## config.mk

```make
export PLATFORM = sky130hd
export DESIGN_NAME = stepper_step_rate_generator
export DESIGN_NICKNAME = d
export VERILOG_FILES = /design/src/rtl/core/ssrg_pkg.sv /design/src/rtl/core/stepper_step_rate_generator.sv /design/src/rtl/core/ssrg_divider.sv
export SDC_FILE = /design/constraint.sdc
export NUM_CORES = 1
export LEC_CHECK = 0
export BUFFER_PORTS_ARGS = -buffer_cell sky130_fd_sc_hd__buf_2
export CORE_ASPECT_RATIO = 0.8
export CORE_UTILIZATION = 60
export DETAILED_ROUTE_END_ITERATION = 8
export PLACE_DENSITY_LB_ADDON = 0.12
export SLEW_MARGIN = 20
export SYNTH_ARGS = -nofsm -noshare
export SYNTH_HDL_FRONTEND = slang
export SYNTH_SLANG_ARGS = --single-unit
```

## constraint.sdc

```tcl
create_clock -name clock -period 9.74 [get_ports clock]
set_input_delay 1.461 -clock clock [delete_from_list [all_inputs] [get_ports clock]]
set_output_delay 1.461 -clock clock [all_outputs]
set_load 0.005 [all_outputs]
```

## src/rtl/core/ssrg_pkg.sv

```systemverilog
package ssrg_pkg;

   // field widths
   localparam int unsigned CMD_W        = 2;
   localparam int unsigned SPEED_W      = 16;
   localparam int unsigned MAG_W        = SPEED_W + 1;
   localparam int unsigned PERIOD_W     = 21;
   localparam int unsigned MIN_PERIOD_W = 19;
   localparam int unsigned DIR_W        = 2;
   localparam int unsigned CSR_INDEX_W  = 1;
   localparam int unsigned REQ_DATA_W   = 16;
   localparam int unsigned RSP_DATA_W   = 32;

   // timing constants: tick rate in Hz, periods in ticks
   localparam int unsigned TICK_HZ        = 2000000;
   localparam int unsigned MAX_PERIOD     = 512000;
   localparam int unsigned MIN_PERIOD_RST = 100;

   // command codes
   localparam logic [CMD_W-1:0] CMD_TICK  = 2'd0;
   localparam logic [CMD_W-1:0] CMD_SPEED = 2'd1;
   localparam logic [CMD_W-1:0] CMD_START = 2'd2;

   // direction codes
   localparam logic [DIR_W-1:0] DIR_NONE     = 2'd0;
   localparam logic [DIR_W-1:0] DIR_FORWARD  = 2'd1;
   localparam logic [DIR_W-1:0] DIR_BACKWARD = 2'd2;

   // register indexes
   localparam logic [CSR_INDEX_W-1:0] CSR_FORWARD_LEVEL = 1'b0;
   localparam logic [CSR_INDEX_W-1:0] CSR_MIN_PERIOD    = 1'b1;

   typedef struct packed {
      logic busy;
      logic done;
   } div_status_type;

endpackage

```

## src/rtl/core/stepper_step_rate_generator.sv

```systemverilog
// Channel | Dir | Signals                               | Beat moves
// req     | in  | req_tvalid/tready, tdata, tuser       | one command (tick, set speed, start)
// rsp     | out | rsp_tvalid/tready, tdata              | one status per command
// csr     | in  | csr_we, csr_index, csr_wdata          | one register write
//
// Tick, start and unused commands register their result at accept.
// A nonzero set speed runs in order: the accept, the quotient bits of the
// restoring divider, then the clamp that registers the result. req_tready
// stays low meanwhile.
// Zero speed needs no divide; its result is registered at accept.
// Reset is synchronous, active high; no clearing pass.
// The result register parts the channels: a new beat is taken in the cycle
// the pending result leaves; a stalled rsp holds req_tready low.
module stepper_step_rate_generator #(
   parameter int unsigned SPEED_FRAC_BITS = 4
) (
   input  logic                                  clock,
   input  logic                                  reset,
   input  logic                                  req_tvalid,
   output logic                                  req_tready,
   input  logic [ssrg_pkg::REQ_DATA_W-1:0]       req_tdata,  // [15:0] speed
   input  logic [ssrg_pkg::CMD_W-1:0]            req_tuser,  // [1:0] cmd
   output logic                                  rsp_tvalid,
   input  logic                                  rsp_tready,
   // [0] step_pulse, [1] dir_level, [3:2] direction_code, [24:4] period_now,
   // [31:25] zero
   output logic [ssrg_pkg::RSP_DATA_W-1:0]       rsp_tdata,
   input  logic                                  csr_we,
   input  logic [ssrg_pkg::CSR_INDEX_W-1:0]      csr_index,
   input  logic [ssrg_pkg::MIN_PERIOD_W-1:0]     csr_wdata
);

   localparam int unsigned QW = ssrg_pkg::PERIOD_W + SPEED_FRAC_BITS;
   localparam int unsigned PW = ssrg_pkg::PERIOD_W;

   localparam logic ST_IDLE = 1'b0;
   localparam logic ST_DIV  = 1'b1;

   logic                              state_ff, state_in;
   logic [PW-1:0]                     tick_count_ff, tick_count_in;
   logic [PW-1:0]                     step_period_ff, step_period_in;
   logic                              running_ff, running_in;
   logic                              pin_level_ff, pin_level_in;
   logic [ssrg_pkg::DIR_W-1:0]        dir_state_ff, dir_state_in;
   logic                              forward_level_ff;
   logic [ssrg_pkg::MIN_PERIOD_W-1:0] min_period_ff;
   logic                              rsp_valid_ff, rsp_valid_in;
   logic [ssrg_pkg::RSP_DATA_W-1:0]   rsp_data_ff, rsp_data_in;

   logic                              accept;
   logic                              pulse;
   logic                              load_out;
   logic                              div_start;
   logic [ssrg_pkg::MAG_W-1:0]        mag;
   logic [ssrg_pkg::SPEED_W-1:0]      speed;
   logic [PW-1:0]                     tick_next;
   logic [QW-1:0]                     quotient;
   ssrg_pkg::div_status_type          div_status;

   function automatic logic [PW-1:0] clamp_period(
      input logic [QW-1:0]                     per,
      input logic [ssrg_pkg::MIN_PERIOD_W-1:0] minp
   );
      logic [PW-1:0] res;
      if (per > QW'(ssrg_pkg::MAX_PERIOD)) begin
         res = PW'(ssrg_pkg::MAX_PERIOD);
      end else if (per < QW'(minp)) begin
         res = PW'(minp);
      end else begin
         res = per[PW-1:0];
      end
      return res;
   endfunction

   assign speed      = req_tdata[ssrg_pkg::SPEED_W-1:0];
   assign req_tready = (state_ff == ST_IDLE) && !div_status.busy
                       && (!rsp_valid_ff || rsp_tready);
   assign accept     = req_tvalid && req_tready;
   assign tick_next  = tick_count_ff + PW'(1);

   // magnitude of a Q-format speed; 0x8000 gives 32768
   assign mag = speed[ssrg_pkg::SPEED_W-1]
                ? (ssrg_pkg::MAG_W'(1) << ssrg_pkg::SPEED_W) - {1'b0, speed}
                : {1'b0, speed};

   ssrg_divider #(
      .FRAC_BITS (SPEED_FRAC_BITS)
   ) u_divider (
      .clock    (clock),
      .reset    (reset),
      .start    (div_start),
      .divisor  (mag),
      .quotient (quotient),
      .status   (div_status)
   );

   always_comb begin
      state_in       = state_ff;
      tick_count_in  = tick_count_ff;
      step_period_in = step_period_ff;
      running_in     = running_ff;
      pin_level_in   = pin_level_ff;
      dir_state_in   = dir_state_ff;
      pulse          = 1'b0;
      load_out       = 1'b0;
      div_start      = 1'b0;

      unique case (state_ff)
         ST_IDLE: begin
            if (accept) begin
               load_out = 1'b1;
               unique case (req_tuser)
                  ssrg_pkg::CMD_TICK: begin
                     if (running_ff) begin
                        if (tick_next >= step_period_ff) begin
                           pulse         = 1'b1;
                           tick_count_in = '0;
                        end else begin
                           tick_count_in = tick_next;
                        end
                     end
                  end
                  ssrg_pkg::CMD_SPEED: begin
                     if (speed == '0) begin
                        dir_state_in   = ssrg_pkg::DIR_NONE;
                        step_period_in = clamp_period(QW'(ssrg_pkg::MAX_PERIOD),
                                                      min_period_ff);
                     end else begin
                        // pin and direction settle now; period after the divide
                        load_out  = 1'b0;
                        div_start = 1'b1;
                        state_in  = ST_DIV;
                        if (speed[ssrg_pkg::SPEED_W-1]) begin
                           pin_level_in = forward_level_ff;
                           dir_state_in = ssrg_pkg::DIR_FORWARD;
                        end else begin
                           pin_level_in = ~forward_level_ff;
                           dir_state_in = ssrg_pkg::DIR_BACKWARD;
                        end
                     end
                  end
                  ssrg_pkg::CMD_START: begin
                     running_in = 1'b1;
                  end
                  default: begin
                     // unused code: status only
                  end
               endcase
            end
         end
         ST_DIV: begin
            // result register drained at accept, so it is free here
            if (div_status.done) begin
               step_period_in = clamp_period(quotient, min_period_ff);
               load_out       = 1'b1;
               state_in       = ST_IDLE;
            end
         end
         default: begin
            state_in = ST_IDLE;
         end
      endcase
   end

   always_comb begin
      rsp_data_in = rsp_data_ff;
      if (load_out) begin
         rsp_data_in = ssrg_pkg::RSP_DATA_W'({step_period_in, dir_state_in,
                                              pin_level_in, pulse});
      end
      if (load_out) begin
         rsp_valid_in = 1'b1;
      end else if (rsp_tready) begin
         rsp_valid_in = 1'b0;
      end else begin
         rsp_valid_in = rsp_valid_ff;
      end
   end

   always_ff @(posedge clock) begin
      if (reset) begin
         state_ff       <= ST_IDLE;
         tick_count_ff  <= '0;
         step_period_ff <= PW'(ssrg_pkg::TICK_HZ);
         running_ff     <= 1'b0;
         pin_level_ff   <= 1'b0;
         dir_state_ff   <= ssrg_pkg::DIR_NONE;
         rsp_valid_ff   <= 1'b0;
      end else begin
         state_ff       <= state_in;
         tick_count_ff  <= tick_count_in;
         step_period_ff <= step_period_in;
         running_ff     <= running_in;
         pin_level_ff   <= pin_level_in;
         dir_state_ff   <= dir_state_in;
         rsp_valid_ff   <= rsp_valid_in;
      end
      rsp_data_ff <= rsp_data_in;
   end

   // configuration registers
   always_ff @(posedge clock) begin
      if (reset) begin
         forward_level_ff <= 1'b0;
         min_period_ff    <= ssrg_pkg::MIN_PERIOD_W'(ssrg_pkg::MIN_PERIOD_RST);
      end else if (csr_we) begin
         unique case (csr_index)
            ssrg_pkg::CSR_FORWARD_LEVEL: forward_level_ff <= csr_wdata[0];
            ssrg_pkg::CSR_MIN_PERIOD:    min_period_ff    <= csr_wdata;
            default: begin
            end
         endcase
      end
   end

   assign rsp_tvalid = rsp_valid_ff;
   assign rsp_tdata  = rsp_data_ff;

endmodule

```

## src/rtl/core/ssrg_divider.sv

```systemverilog
// Restoring divider, one quotient bit per cycle.
// Dividend is the fixed tick rate scaled by the speed fraction bits.
module ssrg_divider #(
   parameter int unsigned FRAC_BITS = 4
) (
   input  logic                              clock,
   input  logic                              reset,
   input  logic                              start,
   input  logic [ssrg_pkg::MAG_W-1:0]        divisor,
   output logic [ssrg_pkg::PERIOD_W+FRAC_BITS-1:0] quotient,
   output ssrg_pkg::div_status_type          status
);

   localparam int unsigned QW    = ssrg_pkg::PERIOD_W + FRAC_BITS;
   localparam int unsigned CNT_W = $clog2(QW + 1);
   localparam int unsigned REM_W = ssrg_pkg::MAG_W - 1;
   localparam logic [QW-1:0] DIVIDEND = QW'(ssrg_pkg::TICK_HZ) << FRAC_BITS;

   logic [QW-1:0]               q_ff, q_in;
   logic [REM_W-1:0]            rem_ff, rem_in;
   logic [ssrg_pkg::MAG_W-1:0]  div_ff, div_in;
   logic [CNT_W-1:0]            steps_ff, steps_in;
   logic                        done_ff, done_in;
   logic [ssrg_pkg::MAG_W-1:0]  trial;
   logic                        fits;

   assign trial = {rem_ff, q_ff[QW-1]};
   assign fits  = (trial >= div_ff);

   always_comb begin
      q_in     = q_ff;
      rem_in   = rem_ff;
      div_in   = div_ff;
      steps_in = steps_ff;
      done_in  = 1'b0;
      if (start) begin
         q_in     = DIVIDEND;
         rem_in   = '0;
         div_in   = divisor;
         steps_in = CNT_W'(QW);
      end else if (steps_ff != '0) begin
         rem_in   = fits ? REM_W'(trial - div_ff) : REM_W'(trial);
         q_in     = {q_ff[QW-2:0], fits};
         steps_in = steps_ff - CNT_W'(1);
         done_in  = (steps_ff == CNT_W'(1));
      end
   end

   always_ff @(posedge clock) begin
      if (reset) begin
         steps_ff <= '0;
         done_ff  <= 1'b0;
      end else begin
         steps_ff <= steps_in;
         done_ff  <= done_in;
      end
      q_ff   <= q_in;
      rem_ff <= rem_in;
      div_ff <= div_in;
   end

   assign quotient    = q_ff;
   assign status.busy = (steps_ff != '0);
   assign status.done = done_ff;

endmodule

```

==> out/metrics.yaml <==
cts:
  cts_hold_buf: 0
  post_cts.repair.setup_buffers: 0
  clkSlewWorstSetupHoldPaths_ns: 0.06
  cts_resized: 0
  clockBufferDepth: 2
  cts_made_buffers: 17
  cts.sinks: 157
  cts_tree: "yes"
  ctsHtreeMaxLevel: 4
  insertion_delay_ns: 0.43
  cts_root_buf: "clkbuf_16"
job:
  drv_cap: 0
routing:
  vias: 7479
  drtPass1Iterations: 5
  drt_iter0_markers: 963
  drt_wl_total_um: 21250
  viasPerCell: 5.912
  drc_errors: 0
  ant_nets: 0
  wl_per_cell_um: 16.80
logic_synthesis:
  synth_area_mm2: 0.008677
  yosysWarnings: 0
  synth_edf_count: 42
  synth_flop_cell: "dfxtp_1"
  yosysSeqAreaShare_pct: 41.07
  ys_ff_latch: 157
  avgSynthCellArea_um2: 8.515
  yosysTopAreaCellShare_pct: 26.53
  synth_commonest_cells: "nand2_1, dfxtp_1, a21oi_1"
  synth_cell_types: 66
  synth_area_leaders: "dfxtp_1, edfxtp_1, ha_1"
  netlist_instances: 1019
  yosys.area.top_type: "dfxtp_1"
  synthArstFlopShare_pct: 0
  synth_most_common_cell: "nand2_1"
sta:
  worst_pin_slew_ns: 1.004
  min_period_ns: 4.032
  setup-tns-final_ns: 0
  max_freq_ghz: 0.2480
  rsz0062_at_grt: "no"
  slew_headroom_pct: 32.80
  finClkSkew_ns: 0.01379
  fin_crit_sh_pct: 41.40
  setup_violations: 0
  hold_viol: 0
  slew_violations: 0
worst_hold_path:
  whs_path_depth: 2
  holdPathEnd: "min_period_ff[17]"
  min_from: "min_period_ff[17]"
  min_path_type: "flip-flop to flip-flop"
setup_path:
  worst_ep_arrival_time_ns: 4.39
  cp.required_ns: 10.09
  cp-start-kind: "flip-flop"
  rr_startpoint: "tick_count_ff[0]"
  crit-reg2reg-capture: "tick_count_ff[20]"
  cpMostUsedCell: "nand3_1"
  ff2ff_path_depth: 15
  slowest_stage: "nor4_1"
  crit_path_max_incr_delay_ns: 0.62
  crit_type: "flip-flop to flip-flop"
  ff2ff_setup_slack_ns: 5.71
  cp-end-kind: "flip-flop"
  cp_max_fo: 21
  crit_chain: "ha_1, nand3_1, nor2_1, nand3_1, nor4_1, nand3_1, nor2_1, xor2_1, ha_1, a2111oi_0, o2111ai_1, a21oi_1, o21ai_1, buf_4, a21oi_1"
layout:
  syn_to_final_growth_pct: 11.62
  diodes: 0
  n_fill_cell: 1139
  drive_above_1_share_pct: 11.15
  fin_area_mm2: 0.009686
  num-nets-final: 1177
global_route:
  track_usage_pct: 30.27
  antenna_found_initial: 0
  grt_pass1_wl_um: 34380
  globalRouteOverflowTotal: 0
  grt_max_degree: 53
  first_global_vias: 6664
placed_design:
  place_area_mm2: 0.009136
  dp_hpwl_um: 15500
  io_buffers: 69
  globalplace.congestion: 0.9042
die:
  core-area_mm2: 0.01384
  start_util_pct: 62.71
  dieArea_mm2: 0.01495
  die_x_um: 136.5
  num_rows: 38
  io_pins: 77
  die_y_um: 109.6
pwr:
  p_leak_nw: 4.059
  p_per_area_mw_per_mm2: 262.0
  irDropWorstVdd_mv: 0.2040
status:
  status: "completed"
-- stage by stage --
step                std cells  power (W)  hold WS [ns]  worst slack, ns  utilization (%)
floorplan                1026   0.001646        0.4363            5.004                -
global placement         1233   0.001886        0.4477            5.672            66.03
detailed placement       1233   0.001903        0.4539            5.607            66.03
CTS                      1265   0.002529        0.4623            5.749            70.00
global route             1265   0.002699        0.4962            5.285            70.00
finish                   1265   0.002538        0.4649            5.708            70.00
-- worst max-delay path by stage --
| stage | slack [ns] | end | from | cells past startpoint |
|---|---|---|---|---|
| 2_1_floorplan | 5.00 | rsp_tdata[0] | req_tdata[1] | 8 |
| 3_3_place_gp | 5.67 | u_divider.div_ff[5] | rsp_tready | 7 |
| 3_5_place_dp | 5.61 | rsp_tdata[17] | rsp_tready | 9 |
| 4_1_cts | 5.75 | tick_count_ff[1] | tick_count_ff[0] | 15 |
| 5_1_grt | 5.28 | tick_count_ff[16] | tick_count_ff[0] | 15 |
| 6_report | 5.71 | tick_count_ff[20] | tick_count_ff[0] | 15 |
-- sequential cells by signal, indices dropped and copies added, names as in the netlist --
name / flops
forward_level_ff: 1
u_divider.quotient: 25
u_divider.div_ff: 17
running_ff: 1
u_divider.steps_ff: 5
min_period_ff: 19
tick_count_ff: 21
rsp_tdata: 25
state_ff: 1
u_divider.done_ff: 1
u_divider.rem_ff: 16
step_period_ff: 21
pin_level_ff: 1
dir_state_ff: 2
rsp_tvalid: 1
-- logic make-up after synthesis --
kind of cell	share of synthesized area [%]
AOI/OAI and AO/OA	16.78
xor gates and xnor gates	6.258
adders and majority gates	9.027
buffers and inverters	5.898
DFF	41.07
muxes	0.7066
other	0.04322
and+or+nand+nor	20.22
-- where the power goes --
part / leakage (nW) / switching (W) / internal, W / total (W)
Combinational: 2.49 / 0.000590 / 0.000396 / 0.000986
Clock: 0.255 / 0.000271 / 0.000352 / 0.000623
Sequential: 1.31 / 0.000122 / 0.000806 / 0.000929
Total: 4.06 / 0.000984 / 0.00155 / 0.00254
-- placed cells by master (no fill, tap or decap), drive strengths merged, types with 24 or more instances in the layout --
cell	netlist	routed
nor2	67	67
ha	61	61
edfxtp	42	42
dfxtp	115	115
o21ai	40	40
nand2	131	131
a31oi	24	24
nand3	59	59
inv	73	76
xnor2	38	38
buf	18	78
a21oi	101	101
xor2	24	24
-- area by class of cell --
type	instances	area (um2)	share of cell area [%]
flip-flops and latches	157	3563	36.79
inverters	73	274.0	2.829
clock buffers	19	432.9	4.470
multi-input cells	745	4661	48.12
well taps	180	225.2	2.325
clock inverters	13	116.4	1.201
repair buffers	78	412.9	4.263
-- per-layer routing --
layer / routed length, um / up-vias / track usage [%]
li1: - / 3702 / -
met1: 10420 / 3462 / 45.37
met2: 8768 / 293 / 42.57
met3: 1790 / 22 / 7.515
met4: 265 / 0 / 8.492
met5: 0 / - / 0
-- critical path, delay by kind of cell (launching register included) --
family / cells / cell delay (ns)
XOR/XNOR: 1 / 0.17
buffers and inverters: 1 / 0.25
AO/OA/AOI/OAI: 5 / 1.05
flip-flops: 1 / 0.40
adder cells (fa/ha/maj): 2 / 0.52
AND/OR/NAND/NOR: 6 / 1.59
Note: power is estimated with default switching activity, not from simulation.
